`config.mk`:
```
export PLATFORM = sky130hd
export DESIGN_NAME = psv_smul
export DESIGN_NICKNAME = d
export VERILOG_FILES = /design/src/psv_pkg.sv /design/src/psv_smul.sv
export SDC_FILE = /design/constraint.sdc
export NUM_CORES = 1
export LEC_CHECK = 0
export ABC_AREA = 1
export CAP_MARGIN = 20
export CORE_MARGIN = 3
export CORE_UTILIZATION = 30
export CTS_CLUSTER_DIAMETER = 100
export CTS_CLUSTER_SIZE = 10
export DETAILED_ROUTE_END_ITERATION = 16
export DONT_BUFFER_PORTS = 1
export HOLD_SLACK_MARGIN = 0.08
export SKIP_CTS_REPAIR_TIMING = 1
export SLEW_MARGIN = 20
export SYNTH_ARGS = -nofsm -noshare
export SYNTH_HDL_FRONTEND = slang
export SYNTH_SLANG_ARGS = --single-unit
```
`constraint.sdc`:
```
create_clock -name clk -period 2.1 [get_ports clk]
set_clock_uncertainty 0.2 [all_clocks]
set_input_delay 0.525 -clock clk [delete_from_list [all_inputs] [get_ports clk]]
set_output_delay 0.525 -clock clk [all_outputs]
set_load 0.05 [all_outputs]
```
`src/psv_pkg.sv`:
```
// shared constants, types and codes for the plucked string voice
`default_nettype none

package psv_pkg;

    localparam int MAX_DELAY = 4096;
    localparam int ADDR_W    = $clog2(MAX_DELAY);
    localparam int LEN_W     = ADDR_W + 1;
    localparam int SMP_W     = 16;
    localparam int ENV_W     = 24;
    localparam int CFG_W     = 24;

    // shift-add multiplier sizing
    localparam int MUL_A_W   = 26;
    localparam int MUL_B_W   = 24;
    localparam int MUL_CNT_W = 5;

    localparam logic [ENV_W-1:0] ENV_ONE       = 24'd8388608;
    localparam logic [ENV_W-1:0] ENV_THRESHOLD = 24'd84;

    localparam logic [LEN_W-1:0] LEN_MIN = LEN_W'(2);
    localparam logic [LEN_W-1:0] LEN_MAX = LEN_W'(MAX_DELAY);

    // opcodes
    localparam logic [1:0] OP_START = 2'd0;
    localparam logic [1:0] OP_LOAD  = 2'd1;
    localparam logic [1:0] OP_TICK  = 2'd2;

    // register indexes
    localparam logic [1:0] CFG_DELAY_LENGTH = 2'd0;
    localparam logic [1:0] CFG_LOOP_DAMPING = 2'd1;
    localparam logic [1:0] CFG_DECAY_FACTOR = 2'd2;
    localparam logic [1:0] CFG_PLUCK_GAIN   = 2'd3;

    localparam logic [12:0] RST_DELAY_LENGTH = 13'd436;
    localparam logic [15:0] RST_LOOP_DAMPING = 16'd65405;
    localparam logic [23:0] RST_DECAY_FACTOR = 24'd16776924;
    localparam logic [15:0] RST_PLUCK_GAIN   = 16'd32768;

    // multiply steps for each product
    localparam logic [MUL_CNT_W-1:0] STEPS_AVG = MUL_CNT_W'(17);
    localparam logic [MUL_CNT_W-1:0] STEPS_ENV = MUL_CNT_W'(24);
    localparam logic [MUL_CNT_W-1:0] STEPS_Y1  = MUL_CNT_W'(24);
    localparam logic [MUL_CNT_W-1:0] STEPS_Y   = MUL_CNT_W'(16);

    typedef enum logic [2:0] {
        S_IDLE,
        S_RD0,
        S_RD1,
        S_RD2,
        S_MUL1,
        S_MUL2,
        S_DONE
    } psv_state_t;

    typedef struct packed {
        logic                 start;
        logic [MUL_CNT_W-1:0] steps;
        logic [MUL_A_W-1:0]   a;
        logic [MUL_B_W-1:0]   b;
    } psv_mul_cmd_t;

endpackage

`default_nettype wire

```
`src/psv_smul.sv`:
```
// bit-serial signed by unsigned multiplier, floor of a*b over 2^steps
`default_nettype none

module psv_smul
    import psv_pkg::*;
(
    input  wire logic                        clk,
    input  wire logic                        rst_n,
    input  wire psv_mul_cmd_t                cmd,
    output logic                             busy,
    output logic signed [MUL_A_W-1:0]        result
);

    logic                        busy_reg, busy_next;
    logic [MUL_CNT_W-1:0]        cnt_reg, cnt_next;
    logic signed [MUL_A_W-1:0]   acc_reg, acc_next;
    logic signed [MUL_A_W-1:0]   a_reg, a_next;
    logic [MUL_B_W-1:0]          b_reg, b_next;
    logic signed [MUL_A_W:0]     sum;

    // one multiplier bit per cycle, lsb first; dropping the shifted-out bit floors
    always_comb
    begin
        busy_next = busy_reg;
        cnt_next  = cnt_reg;
        acc_next  = acc_reg;
        a_next    = a_reg;
        b_next    = b_reg;
        sum       = {acc_reg[MUL_A_W-1], acc_reg}
                  + (b_reg[0] ? {a_reg[MUL_A_W-1], a_reg} : '0);
        if (cmd.start)
        begin
            busy_next = 1'b1;
            cnt_next  = cmd.steps;
            acc_next  = '0;
            a_next    = $signed(cmd.a);
            b_next    = cmd.b;
        end
        else if (busy_reg)
        begin
            acc_next = sum[MUL_A_W:1];
            b_next   = {1'b0, b_reg[MUL_B_W-1:1]};
            cnt_next = cnt_reg - MUL_CNT_W'(1);
            if (cnt_reg == MUL_CNT_W'(1))
            begin
                busy_next = 1'b0;
            end
        end
    end

    always_ff @(posedge clk or negedge rst_n)
    begin
        if (!rst_n)
        begin
            busy_reg <= 1'b0;
            cnt_reg  <= '0;
        end
        else
        begin
            busy_reg <= busy_next;
            cnt_reg  <= cnt_next;
        end
    end

    always_ff @(posedge clk)
    begin
        acc_reg <= acc_next;
        a_reg   <= a_next;
        b_reg   <= b_next;
    end

    assign busy   = busy_reg;
    assign result = acc_reg;

endmodule

`default_nettype wire

```
==> impl_metrics.csv <==
group,metric,value,unit
placement,dp.final_hpwl,9.949,mm
cells_and_area,syn_to_final_growth,47.20,%
critical_path,rr_startpoint,"b_reg[0]",
critical_path,critPathRequiredTime,2.15,ns
clocking,htree_levels,3,
sta,fin_ws,-0.1906,ns
sta,worstMarginPinSlew,0.3605,ns
worst_hold_path,min_delay_path_depth,0,
synthesis,yosysTopAreaCell,"edfxtp_1",
critical_path,cp_common_cell,"nand2_1",
critical_path,path_delay_family,"simple AND/OR/NAND/NOR gates",
floorplan,initial_core_util,30.73,%
detailed_routing,wl_per_cell,13.45,microns
outcome,violations,"negative setup slack",
critical_path,worst-r2r-setup-slack,-0.19,ns
critical_path,worst_path_largest_cell_delay,0.44,ns
grt,grt_util_all_layers,14.21,%
detailed_routing,ant_nets,0,
detailed_routing,drt_pass1_iterations,4,
sta,post-route-min-period,2.291,ns
detailed_routing,drt_iter0_markers,211,
worst_hold_path,hold_path.startpoint,"cmd[55]",
cells_and_area,drive_above_1_share,36.77,%
critical_path,timing.rr.end,"result[21]",
detailed_routing,vias,4653,
sta,slew_headroom,75.89,%
flow_run,drv_cap,0,
synthesis,ys_ff_latch,82,
grt,grt_pass1_vias,4167,
worst_hold_path,min_to,"a_reg[24]",
clocking,cts_tree,"done",
power,p_clk_share,25.4,%
critical_path,crit_fanout,7,
synthesis,yosysSeqAreaShare,42.48,%
worst_hold_path,hp-class,"in2reg",
critical_path,cp-start-kind,"register",
critical_path,crit_type,"reg2reg",
critical_path,cp_num_buf_inv,3,
placement,io_buffers,0,
power,p_switching,2.567,mW
cells_and_area,layout.nets,905,
outcome,status,"complete, but fails checks",
floorplan,dieArea,0.01865,sq mm
power,irDropWorstVdd,0.4752,mV
clocking,clk_latency,0.35,ns
critical_path,arrival,2.34,ns
critical_path,critPathSlowestCell,"edfxtp_1",
floorplan,fp.coreArea,0.01664,sq mm
detailed_routing,finalWirelength,14.05,mm
synthesis,syn_area,0.005114,sq mm
sta,drv_slew,0,
power,power_frac_seq,32.5,%
synthesis,synth.distinct_cells,35,
power,leakagePower,3.721,nW
detailed_routing,vias_per_cell,4.457,
grt,overflow,0,
power,total_power,6.627,mW
floorplan,die_w,136.6,microns
synthesis,ys_warn_count,0,
critical_path,reg2reg_depth,14,
clocking,cts.clk_slew.worst_paths,0.07,ns
synthesis,synthTopCellsByArea,"edfxtp_1 29%, nand2_1 23%, dfxtp_1 10%",
power,power_density,880.4,mW/mm^2
sta,holdWs,0.09415,ns
critical_path,crit_chain,"buf_6, buf_8, nand2_2, inv_2, ha_4, nand2_4, nor2_4, nand2_1, nor2_1, nand2_1, nand3_1, nand2_1, nand3_2, nand2_1",
sta,hold_viol_final,0,
placement,gp_congestion,0.8756,
floorplan,fp.dieH,136.6,microns
cells_and_area,antenna_cells,0,
grt,grt_pass1_wl,20.51,mm
sta,setup_viol,21,
synthesis,syn_avg_cell_area,7.162,sq um
synthesis,synthCells,714,
sta,fmax,0.4366,GHz
grt,antenna_found_initial,0,
clocking,clkSinkCount,82,
grt,grt_max_degree,59,
synthesis,syn_nets,800,
placement,dpl.cell_count,984,
clocking,cts_buffers,9,
power,sw_frac_of_total,38.74,%
power,internal_power,4.060,mW
sta,rsz0062_at_grt,"yes",
cells_and_area,fin_cells,1044,
sta,min_period_over_period,109.1,%
sta,finalSetupTns,-2.514,ns
synthesis,yosysTopAreaCellShare,29.36,%
power,combPwrFrac,42.1,%
floorplan,fp-row-count,47,
floorplan,io_pins,85,
placement,place_ws,-0.3145,ns
clocking,clk_path_buf_depth,2,
detailed_routing,drc,0,
clocking,cts_root_buffer,"clkbuf_16",
critical_path,worstSetupEndpointType,"register",
## routing by layer
layer | up-vias | track usage (%) | share of wire, %
met4 | 0 | 3.639 | 1.6
li1 | 2426 | - | -
met2 | 76 | 22.40 | 47
met1 | 2134 | 19.29 | 45
met5 | - | 0 | 0
met3 | 17 | 3.934 | 5.4
## cell type report
class,count,area [sq um]
flip-flops and latches,82,2175
inverters,127,476.7
fillers,1621,9115
clock buffers,9,225.2
well taps,220,275.3
repair buffers,107,923.4
clock inverters,7,82.58
multi-input cells,492,3369
## Yosys cell counts, drive strengths merged
cell and n:
and2 2, nand3 42, clkbuf 10, xnor2 8, o21bai 2, inv 127, dfrtp 6, a21oi 18
nor3 2, edfxtp 50, buf 3, nand4 7, dfxtp 26, o221ai 2, o22ai 1, o21ai 16
a21o 1, fa 1, or2 1, nand3b 1, nor2 41, o211ai 3, ha 27, xor2 2
nand2 315
## stage by stage
stage	instance area (sq um)	utilization, %
6_report	7527	45.23
3_5_place_dp	5972	35.88
2_1_floorplan	5269	-
4_1_cts	6280	37.73
3_3_place_gp	5972	35.88
5_1_grt	7527	45.23
## cell usage in the layout (no fill, tap or decap), types with 20 or more instances in the layout
cell type      netlist  layout
inv_2                1      24
nor2_4               3      20
edfxtp_1            50      50
nand2_2              8      68
ha_4                 0      25
buf_4                1      69
inv_1              126     103
dfxtp_1             26      24
nand2_1            307     223
dlygate4sd3_1        0      28
nand2_4              0      24
nand3_1             37      24
## how the worst max path moves through the flow
stage | from | end | slack (ns) | depth (start not counted)
floorplan | b_reg[0] | result[19] | -0.007 | 13
global placement | b_reg[0] | result[21] | -0.30 | 13
detailed placement | b_reg[0] | result[21] | -0.31 | 13
CTS | b_reg[0] | result[21] | -0.35 | 13
global route | b_reg[0] | result[23] | -0.26 | 15
finish | b_reg[0] | result[21] | -0.19 | 14
## logic make-up after synthesis
family          share of synthesized area, %
buf+inv                                10.40
xor+xnor                               1.713
flops                                  42.48
simple gates                           33.67
fa+ha+maj                              6.998
compound gates                         4.747
## power groups by stage
| stage | clock [mW] | combinational (mW) | sequential, mW |
|---|---|---|---|
| after floorplan | 0 | 1.03 | 2.57 |
| after global placement | 0 | 2.09 | 2.15 |
| after detailed placement | 0 | 2.10 | 2.16 |
| after CTS | 1.73 | 2.11 | 2.12 |
| after global routing | 1.78 | 3.01 | 2.18 |
| final | 1.68 | 2.79 | 2.15 |
(Power assumes the default switching activity.)
